===== src/design/bpfl_pkg.sv =====
// ----------------------------------------------------------------------------
// bpfl_pkg
// Shared types and constants for the buffer pool free-list allocator.
// ----------------------------------------------------------------------------
`default_nettype none

package bpfl_pkg;

  // Default pool size
  localparam int NUM_BUFFERS_DEF = 16;

  // Fixed request and response field widths
  localparam int INDEX_W = 8;
  localparam int STATUS_W = 2;
  localparam int COUNT_W = 9;

  // Request kinds
  typedef enum logic {
    REQ_ALLOC = 1'b0,
    REQ_RELEASE = 1'b1
  } req_kind_t;

  // Response status codes
  typedef enum logic [STATUS_W-1:0] {
    ST_OK = 2'd0,
    ST_EMPTY = 2'd1,
    ST_RANGE = 2'd2,
    ST_DOUBLE = 2'd3
  } status_t;

  // Controller states
  typedef enum logic {
    S_IDLE = 1'b0,
    S_EXEC = 1'b1
  } ctrl_state_t;

  // Commands from controller to datapath
  typedef struct packed {
    logic capture;  // latch request, read link of current head
    logic commit;   // update free list, load response register
  } dp_cmd_t;

endpackage

`default_nettype wire


===== src/design/bpfl_req_if.sv =====
// ----------------------------------------------------------------------------
// bpfl_req_if
// Request channel: valid/ready handshake with allocate/release payload.
// ----------------------------------------------------------------------------
`default_nettype none

interface bpfl_req_if;
  logic valid;
  logic ready;
  logic req_type;
  logic [bpfl_pkg::INDEX_W-1:0] buffer_index;

  modport source (output valid, req_type, buffer_index, input ready);
  modport sink (input valid, req_type, buffer_index, output ready);
endinterface

`default_nettype wire


===== src/design/bpfl_rsp_if.sv =====
// ----------------------------------------------------------------------------
// bpfl_rsp_if
// Response channel: valid/ready handshake with allocator result payload.
// ----------------------------------------------------------------------------
`default_nettype none

interface bpfl_rsp_if;
  logic valid;
  logic ready;
  logic [bpfl_pkg::STATUS_W-1:0] status;
  logic [bpfl_pkg::INDEX_W-1:0] granted_index;
  logic [bpfl_pkg::COUNT_W-1:0] free_count;
  logic became_available;

  modport source (output valid, status, granted_index, free_count, became_available,
                  input ready);
  modport sink (input valid, status, granted_index, free_count, became_available,
                output ready);
endinterface

`default_nettype wire


===== src/design/buffer_pool_free_list_allocator.sv =====
// ----------------------------------------------------------------------------
// buffer_pool_free_list_allocator
// Hands out and takes back fixed buffers from a LIFO free list, with
// double-release and range checks.
//
//   Channel  Dir  Payload                                          Handshake
//   req      in   req_type, buffer_index                           valid/ready
//   rsp      out  status, granted_index, free_count, became_avail. valid/ready
//
// Capture latches a request and reads the head's link from the link memory
// (registered read port); commit then updates the list and loads the
// response register. One request is in flight at a time; a new request is
// accepted while the previous result waits in the response register. A stall
// on rsp holds the pending request in execute. Reset (synchronous) restores
// the full list in index order at once; no clearing pass is needed.
// ----------------------------------------------------------------------------
`default_nettype none

module buffer_pool_free_list_allocator #(
  parameter int NUM_BUFFERS = bpfl_pkg::NUM_BUFFERS_DEF
) (
  input wire logic  clk,
  input wire logic  rst,
  bpfl_req_if.sink  req,
  bpfl_rsp_if.source rsp
);

  bpfl_pkg::dp_cmd_t cmd;

  // Sequencer
  bpfl_ctrl u_ctrl (
    .clk       (clk),
    .rst       (rst),
    .in_valid  (req.valid),
    .in_ready  (req.ready),
    .out_valid (rsp.valid),
    .out_ready (rsp.ready),
    .cmd       (cmd)
  );

  // Free list datapath
  bpfl_dp #(
    .NUM_BUFFERS (NUM_BUFFERS)
  ) u_dp (
    .clk              (clk),
    .rst              (rst),
    .cmd              (cmd),
    .req_type         (req.req_type),
    .buffer_index     (req.buffer_index),
    .status           (rsp.status),
    .granted_index    (rsp.granted_index),
    .free_count       (rsp.free_count),
    .became_available (rsp.became_available)
  );

endmodule

`default_nettype wire


===== src/design/bpfl_ctrl.sv =====
// ----------------------------------------------------------------------------
// bpfl_ctrl
// Sequencer: accepts one request, executes it, and tracks the response
// register's valid flag.
// ----------------------------------------------------------------------------
`default_nettype none

module bpfl_ctrl (
  input  wire logic             clk,
  input  wire logic             rst,
  input  wire logic             in_valid,
  output logic                  in_ready,
  output logic                  out_valid,
  input  wire logic             out_ready,
  output bpfl_pkg::dp_cmd_t     cmd
);

  bpfl_pkg::ctrl_state_t state, state_next;
  logic out_valid_next;
  logic slot_free;

  // Response register can take a result this cycle
  assign slot_free = !out_valid || out_ready;

  // Next state
  always_comb begin
    state_next = state;
    unique case (state)
      bpfl_pkg::S_IDLE: if (in_valid) state_next = bpfl_pkg::S_EXEC;
      bpfl_pkg::S_EXEC: if (slot_free) state_next = bpfl_pkg::S_IDLE;
      default: state_next = bpfl_pkg::S_IDLE;
    endcase
  end

  // Outputs
  always_comb begin
    in_ready = 1'b0;
    cmd = '0;
    unique case (state)
      bpfl_pkg::S_IDLE: begin
        in_ready = 1'b1;
        cmd.capture = in_valid;
      end
      bpfl_pkg::S_EXEC: begin
        cmd.commit = slot_free;
      end
      default: begin
        in_ready = 1'b0;
      end
    endcase
  end

  // Set on commit, drop when taken
  always_comb begin
    out_valid_next = out_valid;
    if (cmd.commit) out_valid_next = 1'b1;
    else if (out_ready) out_valid_next = 1'b0;
  end

  always_ff @(posedge clk) begin
    if (rst) begin
      state <= bpfl_pkg::S_IDLE;
      out_valid <= 1'b0;
    end else begin
      state <= state_next;
      out_valid <= out_valid_next;
    end
  end

  // Accepted request moves to execute
  a_accept_exec: assert property (@(posedge clk) disable iff (rst)
    (in_valid && in_ready) |=> (state == bpfl_pkg::S_EXEC))
    else $error("accepted request did not enter execute");

  // Commit always presents a result
  a_commit_valid: assert property (@(posedge clk) disable iff (rst)
    cmd.commit |=> out_valid)
    else $error("commit did not raise response valid");

  // Never overwrite an untaken result
  a_no_overwrite: assert property (@(posedge clk) disable iff (rst)
    cmd.commit |-> (!out_valid || out_ready))
    else $error("commit while response register full");

endmodule

`default_nettype wire


===== src/design/bpfl_dp.sv =====
// ----------------------------------------------------------------------------
// bpfl_dp
// Datapath: link memory, free-mark bitmap, list head, free count and the
// response register.
// ----------------------------------------------------------------------------
`default_nettype none

module bpfl_dp #(
  parameter int NUM_BUFFERS = bpfl_pkg::NUM_BUFFERS_DEF
) (
  input  wire logic                            clk,
  input  wire logic                            rst,
  input  wire bpfl_pkg::dp_cmd_t               cmd,
  input  wire logic                            req_type,
  input  wire logic [bpfl_pkg::INDEX_W-1:0]    buffer_index,
  output logic [bpfl_pkg::STATUS_W-1:0]        status,
  output logic [bpfl_pkg::INDEX_W-1:0]         granted_index,
  output logic [bpfl_pkg::COUNT_W-1:0]         free_count,
  output logic                                 became_available
);

  localparam int IDX_W = $clog2(NUM_BUFFERS);
  localparam int LINK_W = $clog2(NUM_BUFFERS + 1);
  localparam logic [LINK_W-1:0] NULL_LINK = LINK_W'(NUM_BUFFERS);
  localparam logic [bpfl_pkg::INDEX_W:0] POOL_END = (bpfl_pkg::INDEX_W + 1)'(NUM_BUFFERS);

  // Free list state
  logic [LINK_W-1:0] link_mem [NUM_BUFFERS];
  logic [NUM_BUFFERS-1:0] link_written;
  logic [NUM_BUFFERS-1:0] free_mark;
  logic [LINK_W-1:0] list_head;
  logic [LINK_W-1:0] free_total;

  // Latched request and head link read
  logic req_type_q;
  logic [bpfl_pkg::INDEX_W-1:0] buffer_index_q;
  logic [LINK_W-1:0] rd_link;
  logic rd_written;

  logic head_valid;
  logic [IDX_W-1:0] head_idx;
  logic [LINK_W-1:0] head_link;
  logic pool_empty;
  logic in_range;
  logic [IDX_W-1:0] rel_idx;
  logic rel_free;
  logic do_alloc, do_release;
  logic wr_en;
  logic [IDX_W-1:0] wr_addr;
  logic [LINK_W-1:0] wr_data;
  bpfl_pkg::status_t status_next;

  // Decode head and request
  assign head_valid = (list_head < NULL_LINK);
  assign head_idx = head_valid ? list_head[IDX_W-1:0] : '0;
  assign head_link = rd_written ? rd_link : (LINK_W'(head_idx) + LINK_W'(1));
  assign pool_empty = (free_total == '0) || !head_valid;
  assign in_range = ({1'b0, buffer_index_q} < POOL_END);
  assign rel_idx = in_range ? buffer_index_q[IDX_W-1:0] : '0;
  assign rel_free = free_mark[rel_idx];

  always_comb begin
    do_alloc = 1'b0;
    do_release = 1'b0;
    status_next = bpfl_pkg::ST_OK;
    if (req_type_q == bpfl_pkg::REQ_ALLOC) begin
      if (pool_empty) status_next = bpfl_pkg::ST_EMPTY;
      else do_alloc = cmd.commit;
    end else begin
      if (!in_range) status_next = bpfl_pkg::ST_RANGE;
      else if (rel_free) status_next = bpfl_pkg::ST_DOUBLE;
      else do_release = cmd.commit;
    end
  end

  // Single write port: pop nulls the head's link, push links to old head
  assign wr_en = do_alloc || do_release;
  assign wr_addr = do_alloc ? head_idx : rel_idx;
  assign wr_data = do_alloc ? NULL_LINK : list_head;

  always_ff @(posedge clk) begin
    if (wr_en) link_mem[wr_addr] <= wr_data;
    if (cmd.capture) rd_link <= link_mem[head_idx];
  end

  // Latch request and the written flag of the head entry
  always_ff @(posedge clk) begin
    if (cmd.capture) begin
      req_type_q <= req_type;
      buffer_index_q <= buffer_index;
      rd_written <= link_written[head_idx];
    end
  end

  // Update list state
  always_ff @(posedge clk) begin
    if (rst) begin
      link_written <= '0;
      free_mark <= '1;
      list_head <= '0;
      free_total <= NULL_LINK;
    end else begin
      if (wr_en) link_written[wr_addr] <= 1'b1;
      if (do_alloc) begin
        free_mark[head_idx] <= 1'b0;
        list_head <= head_link;
        free_total <= free_total - LINK_W'(1);
      end else if (do_release) begin
        free_mark[rel_idx] <= 1'b1;
        list_head <= LINK_W'(rel_idx);
        free_total <= free_total + LINK_W'(1);
      end
    end
  end

  // Load response register
  always_ff @(posedge clk) begin
    if (cmd.commit) begin
      status <= status_next;
      granted_index <= do_alloc ? bpfl_pkg::INDEX_W'(head_idx) : '0;
      became_available <= do_release && (free_total == '0);
      if (do_alloc) free_count <= bpfl_pkg::COUNT_W'(free_total - LINK_W'(1));
      else if (do_release) free_count <= bpfl_pkg::COUNT_W'(free_total + LINK_W'(1));
      else free_count <= bpfl_pkg::COUNT_W'(free_total);
    end
  end

  // Count matches bitmap
  a_count_marks: assert property (@(posedge clk) disable iff (rst)
    $countones(free_mark) == int'(free_total))
    else $error("free count disagrees with free marks");

  // Head is null exactly when the pool is empty
  a_head_null: assert property (@(posedge clk) disable iff (rst)
    (free_total == '0) == (list_head == NULL_LINK))
    else $error("list head and free count disagree");

  // Head entry is always free
  a_head_free: assert property (@(posedge clk) disable iff (rst)
    head_valid |-> free_mark[head_idx])
    else $error("list head points at an allocated buffer");

endmodule

`default_nettype wire

===== src/flat_wrapper.sv =====
// flat-port wrapper written by rule: the top's interface ports become plain ports
module buffer_pool_free_list_allocator_flat 
#(
  parameter int NUM_BUFFERS = bpfl_pkg::NUM_BUFFERS_DEF
)
  (clk, rst, req_valid, req_req_type, req_buffer_index, req_ready, rsp_valid, rsp_status, rsp_granted_index, rsp_free_count, rsp_became_available, rsp_ready);
  bpfl_req_if req_i ();
  bpfl_rsp_if rsp_i ();
  input wire logic clk;
  input wire logic rst;
  input wire logic [$bits(req_i.valid)-1:0] req_valid;
  input wire logic [$bits(req_i.req_type)-1:0] req_req_type;
  input wire logic [$bits(req_i.buffer_index)-1:0] req_buffer_index;
  output wire logic [$bits(req_i.ready)-1:0] req_ready;
  output wire logic [$bits(rsp_i.valid)-1:0] rsp_valid;
  output wire logic [$bits(rsp_i.status)-1:0] rsp_status;
  output wire logic [$bits(rsp_i.granted_index)-1:0] rsp_granted_index;
  output wire logic [$bits(rsp_i.free_count)-1:0] rsp_free_count;
  output wire logic [$bits(rsp_i.became_available)-1:0] rsp_became_available;
  input wire logic [$bits(rsp_i.ready)-1:0] rsp_ready;
  assign req_i.valid = req_valid;
  assign req_i.req_type = req_req_type;
  assign req_i.buffer_index = req_buffer_index;
  assign req_ready = req_i.ready;
  assign rsp_valid = rsp_i.valid;
  assign rsp_status = rsp_i.status;
  assign rsp_granted_index = rsp_i.granted_index;
  assign rsp_free_count = rsp_i.free_count;
  assign rsp_became_available = rsp_i.became_available;
  assign rsp_i.ready = rsp_ready;
  buffer_pool_free_list_allocator #(.NUM_BUFFERS(NUM_BUFFERS)) u_core (.clk(clk), .rst(rst), .req(req_i), .rsp(rsp_i));
endmodule

===== config.mk =====
export PLATFORM = sky130hd
export DESIGN_NAME = buffer_pool_free_list_allocator_flat
export DESIGN_NICKNAME = d
export VERILOG_FILES = /design/src/design/bpfl_pkg.sv /design/src/design/bpfl_req_if.sv /design/src/design/bpfl_rsp_if.sv /design/src/design/buffer_pool_free_list_allocator.sv /design/src/design/bpfl_ctrl.sv /design/src/design/bpfl_dp.sv /design/src/flat_wrapper.sv
export SDC_FILE = /design/constraint.sdc
export NUM_CORES = 1
export LEC_CHECK = 0
export BUFFER_PORTS_ARGS = -buffer_cell sky130_fd_sc_hd__buf_2
export CORE_UTILIZATION = 55
export DETAILED_ROUTE_END_ITERATION = 16
export HOLD_SLACK_MARGIN = 0.06
export MAX_ROUTING_LAYER = met4
export PLACE_DENSITY = 0.76
export SYNTH_ARGS = -nofsm -noshare
export SYNTH_HDL_FRONTEND = slang
export SYNTH_SLANG_ARGS = --single-unit

===== constraint.sdc =====
create_clock -name clk -period 3.4 [get_ports clk]
set_input_delay 0 -clock clk [delete_from_list [all_inputs] [get_ports clk]]
set_output_delay 0 -clock clk [all_outputs]
set_load 0.02 [all_outputs]

## Word-level counts from Yosys, hierarchy flattened

Memories as Yosys holds them, arrays and structs flattened. A register that Yosys moved wholly into a read port is not among the register bits.
Index checks and enable logic that the tools add are counted.
Widths: inputs -> output; s select.

- Add/sub/neg operators: 5
- Order comparisons: 8
- Mux-type cells: 42
- Bitwise logic cells: 5
- Reduce and logical (&&, ||, !) cells: 12

Operators by type and width:

| cell | number |
|---|---|
| $mux 16 | 2 |
| $or 16x16->16 | 2 |
| $mux 5 | 6 |
| $mux 1 | 20 |
| $and 16x16->16 | 1 |
| $not 16->16 | 1 |
| $lt 4x5->1 const B | 3 |
| $demux 1 s4 | 3 |
| $ge 4x1->1 const B | 3 |
| $mux 4 | 3 |
| $mux 9 | 1 |
| $bmux 1 s4 | 2 |
| $lt 8x5->1 const B | 1 |
| $add 5x1->6 const B | 1 |
| $mux 2 | 3 |
| $mux 6 | 1 |
| $sub 5x1->6 const B | 1 |
| $add 4x1->5 const B | 1 |
| $add 5x1->5 const B | 1 |
| $logic_not 5->1 | 1 |
| $lt 5x5->1 const B | 1 |
| $sub 5x1->5 const B | 1 |
| $logic_and 1x1->1 | 4 |
| $reduce_bool 2->1 | 2 |
| 4 further kinds | 7 |

- Flip-flop bits (word level): 74
- RAM bits: 80
- Output and inout bits: 22
- Memories: 1

Memories:

| memory | words | width | read ports | clocked after memory_dff | wr ports | line | RTL |
|---|---|---|---|---|---|---|---|
| u_core.u_dp.link_mem | 16 | 5 | 1 | 1 | 1 | bpfl_dp.sv:28 | `logic [LINK_W-1:0] link_mem [NUM_BUFFERS];` |

## Depth between registers and ports, before layout

Gate-level depths: netlist of the first run.

- Word-level depth: 11
- Gate-level depth with buffers: 15
- Mapped depth without buffers: 13

## By module

A second synthesis of the first run with hierarchy kept.

- Cells, all modules: 624
- Area total of the unflattened synthesis: 7213.2 um^2

Modules (own cells, without submodules):

| module | times used | cells each | area each (um^2) | sequential area each (um^2) |
|---|---|---|---|---|
| bpfl_dp | 1 | 614 | 7118.1 | 4113.9 |
| bpfl_ctrl | 1 | 10 | 95.1 | 40.0 |

## Least setup slack after synthesis of the first run

OpenSTA, ideal clock, no wires.

- Path kind: register to register
- Start: register u_core.u_dp.free_total[0]
- End: register u_core.u_dp.free_total[4]
- Setup time: 0.091 ns
- Arrival: 3.033 ns
- Required time: 3.309 ns
- Setup slack: 0.276 ns
- Cell stages (with the launch flop): 16
- Buffers on the path: 2
- Cell sequence: dfxtp_1 > inv_1 > ha_1 > nor4b_1 > or2_2 > nor2_1 > inv_1 > clkbuf_1 > clkbuf_1 > fa_1 > nor2b_1 > o21ai_0 > nand2b_1 > nor2_1 > a22o_1 > a311oi_1

- Word-level cells in the longest chain between the ends: 5
- Elaborated cells between the ends (all ways): 9
- Classes of those cells: 2 x add/sub; 4 x mux; 3 x reduce/logical

Ends and longest elaborated chain:

| element | line | RTL |
|---|---|---|
| start: declaration | bpfl_dp.sv:32 | `logic [LINK_W-1:0] free_total;` |
| start signal: assignment | bpfl_dp.sv:107 | `free_total <= free_total - LINK_W'(1);` |
| start signal: assignment | bpfl_dp.sv:111 | `free_total <= free_total + LINK_W'(1);` |
| branches (longest 5 deep; another with $add 5x1->5) | - |  |

Parallel ways; which one is timed is not known. The select of a mux whose other input is x is not followed.
A chain may end at the register's enable or synchronous reset.

## Final worst setup path of the first run

- Start: register u_core.u_dp.free_total[0]
- End: memory u_core.u_dp.link_mem[10][2] (netlist bit), enable pin

- Word-level cells in the longest chain between the ends: 7
- Elaborated cells between the ends (all ways): 8
- Classes of those cells: 5 x mux; 3 x reduce/logical

Ends and longest elaborated chain:

| element | line | RTL |
|---|---|---|
| $logic_not 5->1 (*) | bpfl_dp.sv:57 | `assign pool_empty = (free_total == '0) \|\| !head_valid;` |
| $logic_or 1x1->1 (*) | bpfl_dp.sv:57 |  |
| $mux 1 (*) | bpfl_dp.sv:67 | `if (pool_empty) status_next = bpfl_pkg::ST_EMPTY;` |
| $mux 1 (*) | bpfl_dp.sv:66 | `if (req_type_q == bpfl_pkg::REQ_ALLOC) begin` |
| $logic_or 1x1->1 | bpfl_dp.sv:77 | `assign wr_en = do_alloc \|\| do_release;` |
| $mux 1 | bpfl_dp.sv:82 | `if (wr_en) link_mem[wr_addr] <= wr_data;` |
| $mux 1 (not written as such) | bpfl_dp.sv:82 |  |
| end: declaration | bpfl_dp.sv:28 |  |

Every way passes the cells marked *; elsewhere a longest branch is shown, timed or not.

==> metrics.md, run 1 <==
| Metric | Value |
|---|---|
| Status | finished, final reports clean |
| Min Tclk post-route | 3.12 ns |
| Endpoint class of the critical path | flop |
| GR Util All Layers | 28.7% |
| Setup Total Neg Slack | 0 ns |
| WS Path Type | reg2reg |
| Maximum clock rate | 0.320 GHz |
| M1 wire length | ~7000 microns |
| Sequential share of power | 47.2% |
| Worst slew margin | 20.1% |
| Final max-slew violation count | 0 |
| Post-Syn Area per Cell | about 12 sq um |
| CTS root buffer | clkbuf_16 |
| Hold_ws | 0.162 ns |
| Die area | 13300 sq um |
| Clock Latency Late Sink | 0.43 ns |
| Initial antenna violation count | 0 |
| Nets@finish | between 600 and 700 |
| Layout cells sized above 1 | 17.4% |
| TritonCTS clock tree | yes |
| CTS sink count | 153 |
| Die Y | 116 microns |
| Cells after Synth | roughly 590 |
| Async S/R FF share, synth | 0% |
| Met2 Wirelength | slightly above 8000 microns |
| Core Area | about 13000 sq um |
| Global route overflow | 0 |
| Port Buffers | 30 |
| Tightest Pin Transition | 1.19 ns |
| Tot Pwr | 4.40 mW |
| Clock tree buffer depth | 2 |
| Die width | 116 microns |
| Final setup viols | 0 |
| Routed wl met3 | 1300 microns |
| Combinational Power Share | between 8 and 9% |
| RSZ-0062 raised after global routing | false |
| Initial DRC Count | 457 |
| Commonest non-fill, non-tap cell in the layout | edfxtp_1 |
| Commonest non-fill, non-tap cells in the layout | edfxtp_1 (109), nand2_1 (49), mux2i_1 (45) |
| Clock power frac | 44.7% |
| Largest net degree at the start of global routing | 44 |
| Vias post-DR | 5092 |
| Req. time, crit path | 3.47 ns |
| Global-route wire length before repair | between 20000 and 30000 microns |
| Final Hold Viols | 0 |
| Int Power | roughly 3.4 mW |
| P_sw | roughly 1 mW |
| Synth Cell Area | 7090 sq um |
| Warnings, synthesis | 0 |
| DRC errors left | 0 |
| CTS Buf Count | 17 |
| Crit share post-route | 91.8% |
| HP Class | in2reg |
| Post-DP HPWL | 11300 microns |
| FF+latch count, synth | 153 |
| Vias per cell | 6.23 |
| Critical Path AT | approximately 3.2 ns |
| Core Util, Final | 65.1% |
| Final ANT Viol Nets | 0 |
| Net Sw Frac | 23.2% |
| P_leak | roughly 2.8 nW |
| IO Pins | 35 |
| Max-cap viol count | 0 |
| Pwr dens | 537 nW/um^2 |
| Max Used Layer | met4 |
| Crit start category | flop |
| Main flop type after synthesis | edfxtp_1 |
| Post-Route WL | 17100 microns |
| Distinct cell type count after synthesis | 70 |
| Post-CTS Resized | 0 |
| Row count | slightly above 40 |
| Vias in the first global route | approximately 5000 |
| Routability Congestion | 0.942 |
| Skew final | 0.0115 ns |
| CTS clock-pin slew for the worst setup and hold paths | around 0.060 ns |
| Crit Path Max Fanout | 11 |
| Area delta synth->final | 15.5% |
| H-tree depth | 4 |
| Max VDD drop | 0.000598 V |
| Sequential fraction of the synthesis area | 58.6% |
| Ant. Diodes | 0 |
| FILL cells | 942 |
| Pre-antenna DRT Iters | 5 |
| Number of enable flip-flop cells after synthesis | 109 |
| Starting Density | between 50% and 60% |
| Wire per inst | 20.9 microns |
==> area by class of cell <==
class	count	area (sq um)	share of cell area, %
Clock buffer	20	457	5.58
Clock inverter	12	165	2.02
Inverter	14	52.6	0.642
Multi-Input combinational cell	382	2710	33.1
Sequential cell	153	4150	50.8
Tap cell	172	215	2.63
Timing Repair Buffer	64	433	5.29
==> timing repair <==
action,4_1_cts,5_1_grt
hold buffers,11,0
setup buffers,0,0
hold endpoints to repair,11,0
==> through the flow <==
| stage | std cells | setup slack [ns] | area (sq um) |
|---|---|---|---|
| floorplan | 590 | 0.276 | 7100 |
| global placement | 774 | 0.401 | 7450 |
| detailed placement | 774 | 0.316 | 7450 |
| CTS | 817 | 0.309 | 8180 |
| global route | 817 | 0.0530 | 8180 |
| finish | 817 | 0.279 | 8180 |
==> power by group through the flow <==
| stage | clock network [mW] | registers, mW | logic, mW |
|---|---|---|---|
| after floorplan | 0 | 2.11 | 0.232 |
| after global placement | 0 | 2.11 | 0.336 |
| after detailed placement | 0 | 2.11 | 0.342 |
| after CTS | 1.98 | 2.08 | 0.353 |
| after global routing | 2.06 | 2.08 | 0.384 |
| final | 1.97 | 2.08 | 0.357 |
==> logic make-up after synthesis <==
| family | count (synthesis) | share of synthesized area, % |
|---|---|---|
| and+or+nand+nor | 162 | 11.4 |
| DFF | 153 | 58.6 |
| AOI/OAI and AO/OA | 141 | 14.2 |
| muxes | 56 | 9.22 |
| buffers and inverters | 55 | 3.55 |
| adders and majority gates | 11 | 2.05 |
| xor gates and xnor gates | 8 | 0.989 |
| other | 1 | 0.0529 |
==> synthesized netlist by cell type (6+ instances only) <==
library cell | instances | area (sq um)
a211oi_1 | 9 | 67.6
buf_1 | 6 | 22.5
mux2i_1 | 45 | 450
dfxtp_1 | 44 | 881
nand2_1 | 49 | 184
buf_2 | 11 | 55.1
clkbuf_1 | 16 | 60.1
ha_1 | 10 | 125
edfxtp_1 | 109 | 3270
a32oi_1 | 16 | 140
nand3_1 | 15 | 75.1
xnor2_1 | 7 | 61.3
and2_1 | 10 | 62.6
o31ai_1 | 12 | 90.1
a21oi_1 | 38 | 190
nor2_1 | 39 | 146
nor3_1 | 6 | 30.0
o21ai_0 | 20 | 100
inv_1 | 14 | 52.6
nor2b_1 | 15 | 93.8
buf_4 | 6 | 45.0
mux4_2 | 7 | 158
==> critical path, cell delays in order, from the launching register on <==
cell	delay [ns]
dfxtp_1	0.37
inv_1	0.17
ha_1	0.16
nor4b_1	0.45
or2_2	0.24
nor2_1	0.06
inv_1	0.20
buf_4	0.22
a41o_1	0.25
nand2_1	0.16
a21oi_1	0.48
==> routing by layer <==
| layer | vias up | GRT usage (%) |
|---|---|---|
| met4 | 0 | 16.0 |
| li1 | 2322 | - |
| met5 | - | - |
| met3 | 60 | 7.32 |
| met2 | 260 | 44.3 |
| met1 | 2450 | 34.3 |
==> state kept, by name (all words and copies together) (netlist names) <==
| name | flops |
|---|---|
| u_core.u_ctrl.out_valid | 1 |
| u_core.u_dp.status | 2 |
| u_core.u_dp.rd_written | 1 |
| u_core.u_dp.granted_index | 4 |
| u_core.u_dp.list_head | 5 |
| u_core.u_ctrl.state | 1 |
| u_core.u_dp.became_available | 1 |
| u_core.u_dp.free_count | 7 |
| u_core.u_dp.free_total | 5 |
| u_core.u_dp.buffer_index_q | 8 |
| u_core.u_dp.link_written | 16 |
| u_core.u_dp.free_mark | 16 |
| u_core.u_dp.rd_link | 5 |
| u_core.u_dp.link_mem | 80 |
| u_core.u_dp.req_type_q | 1 |
==> final timing paths <==
path,start,endpoint,slack [ns],depth (start not counted)
worst max-delay path,u_core.u_dp.free_total[0],u_core.u_dp.link_mem[10][2],0.28,10
worst max register to register,u_core.u_dp.free_total[0],u_core.u_dp.link_mem[10][2],0.28,10
worst min register to register,u_core.u_dp.free_mark[2],u_core.u_dp.free_mark[2],0.47,2
worst min-delay path,rst,u_core.u_ctrl.out_valid,0.16,3
No activity file was read; power rests on OpenSTA's default activity.
==> run 2: changes to the inputs <==
- CORE_UTILIZATION: 55 -> 60
- PLACE_DENSITY: 0.76 -> 0.78
- clock period: 3.4 -> 3.2 ns (I/O delays scaled with it)
==> run 2 against run 1 <==
Compared with the run above: final cell count is 2.7% lower; utilization up 6.3 points; sequential cell count stayed put; power grew 5.3%; die area decreased by 8.2%; critical endpoint is now u_core.u_dp.link_mem[5][1]; largest cell class unchanged; largest power group unchanged.
==> metrics.md, run 2 (synthesis gave the netlist of run 1 again) <==
| Metric | Value |
|---|---|
| Largest net degree at the start of global routing | 44 |
| GR Util All Layers | 31.0% |
| Max-cap viol count | 0 |
| Global-route wire length before repair | 27800 microns |
| Area of the multi-input gates | 2710 sq um |
| Top Registers | u_core.u_dp.link_mem x80, u_core.u_dp.free_mark x16, u_core.u_dp.link_written x16 |
| Hold_ws | ~0.15 ns |
| CTS root buffer | clkbuf_16 |
| P_leak | 2.86 nW |
| Core Area | 11500 sq um |
| Die Y | around 110 microns |
| Hold Startpoint | rst |
| Clock Latency Late Sink | 0.44 ns |
| Final Hold Viols | 0 |
| Biggest register | u_core.u_dp.link_mem |
| CTS clock-pin slew for the worst setup and hold paths | 0.06 ns |
| M1 wire length | just under 7000 microns |
| Initial DRC Count | 627 |
| Pwr dens | ~570 nW/um^2 |
| Post-DP HPWL | 11500 microns |
| FILL cells | 752 |
| Max VDD drop | roughly 0.00073 V |
| Post-Route WL | around 17000 microns |
| Met2 Wirelength | 8400 microns |
| Die area | 12300 sq um |
| Min Tclk post-route | between 3 and 4 ns |
| Finished Cell Area | 8190 sq um |
| Register Area | a little over 4000 sq um |
| CP Launch Point | u_core.u_dp.free_total[1] |
| Area delta synth->final | 15.5% |
| Vias in the first global route | 5178 |
| Commonest non-fill, non-tap cell in the layout | edfxtp_1 |
| Starting Density | 61.8% |
| Tightest Pin Transition | approximately 1.1 ns |
| Row count | 39 |
| Crit Path Max Fanout | 13 |
| Vias post-DR | ~5200 |
| Final ANT Viol Nets | 0 |
| Crit start category | flop |
| Nets@finish | around 660 |
| H-tree depth | 4 |
| Critical Path AT | 3.07 ns |
| Ant. Diodes | 0 |
| Skew final | 0.0126 ns |
| Clock tree buffer depth | 2 |
| Commonest non-fill, non-tap cells in the layout | edfxtp_1 (109), nand2_1 (49), mux2i_1 (45) |
| Cells after DPL | 752 |
| Maximum clock rate | approximately 0.33 GHz |
| Final max-slew violation count | 0 |
| Vias per cell | 6.49 |
| Endpoint class of the critical path | flop |
| RSZ-0062 raised after global routing | false |
| # Post-CTS Setup Buffers | 0 |
| Crit share post-route | ~94% |
| Initial antenna violation count | 0 |
| IO Pins | 35 |
| Setup Total Neg Slack | 0 ns |
| Max FFs per register | 80 |
| WS Path Type | reg2reg |
| Req. time, crit path | 3.27 ns |
| Global route overflow | 0 |
| Layout cells sized above 1 | 18.4% |
| Final Non-Filler Cells | approximately 800 |
| Worst slew margin | 26.9% |
| FF-to-FF Start | u_core.u_dp.free_total[1] |
| TritonCTS clock tree | yes |
| Port Buffers | 30 |
| Final setup margin | 0.193 ns |
| Final setup viols | 0 |
| Routability Congestion | roughly 0.97 |
| Routed wl met3 | approximately 1400 microns |
| DRC errors left | 0 |
| CTS sink count | roughly 150 |
| Max Used Layer | met4 |
| Wire per inst | 21.7 microns |
| Die width | 111 microns |
| Pre-CTS WS | around 0.19 ns |
| CTS Buf Count | 17 |
| HP Class | in2reg |
| Status | finished, final reports clean |
| Pre-antenna DRT Iters | 7 |
| Cell Area, Placed | around 7500 sq um |
run 2: area by class of cell:
cell class                 count  share of cell area (%)
clock inverter                13                    2.09
multi-input combinational    382                    33.1
inverter                      14                   0.642
clock buffer                  19                    5.29
timing repair buffer          71                    5.93
tap                          143                    2.19
sequential                   153                    50.7
run 2: routing by layer:
metal  track usage, %  up-vias
li1                 -     2330
met1             37.7     2478
met2             48.2      283
met3             7.44       70
met4             16.4        0
met5                -        -
run 2: path summary, 6_finish.rpt:
kind | end | cells after the start | slack (ns)
setup / recovery | u_core.u_dp.link_mem[5][1] | 10 | 0.19
hold / removal | u_core.u_ctrl.out_valid | 3 | 0.15
setup reg to reg | u_core.u_dp.link_mem[5][1] | 10 | 0.19
hold reg to reg | u_core.u_dp.link_written[8] | 2 | 0.48
run 2: power by group:
| group | switching [mW] | leakage, nW | internal [mW] |
|---|---|---|---|
| clock | 0.807 | 0.294 | 1.24 |
| combinational | 0.245 | 1.17 | 0.141 |
| sequential | 0.0293 | 1.40 | 2.17 |
| total | 1.08 | 2.86 | 3.55 |
run 2: what timing repair did:
item | CTS | global route
resized for setup | 0 | 2
hold endpoints to repair | 11 | 0
setup endpoints to repair | 0 | 7
hold buffers | 11 | 0
run 2: stage by stage:
stage	power, mW	util, %
CTS	4.64	71.4
floorplan	2.49	-
detailed placement	2.61	65.1
global placement	2.60	65.1
finish	4.63	71.4
global route	4.77	71.4
run 2: critical path, cell delays in order (launching register included):
cell and delay [ns]:
dfxtp_1 0.41, inv_1 0.13, ha_1 0.19, nor4b_1 0.16, or2_2 0.32, nor2_1 0.18, inv_2 0.14, nor2_1 0.37
a31oi_1 0.10, buf_4 0.20, nor2_1 0.43
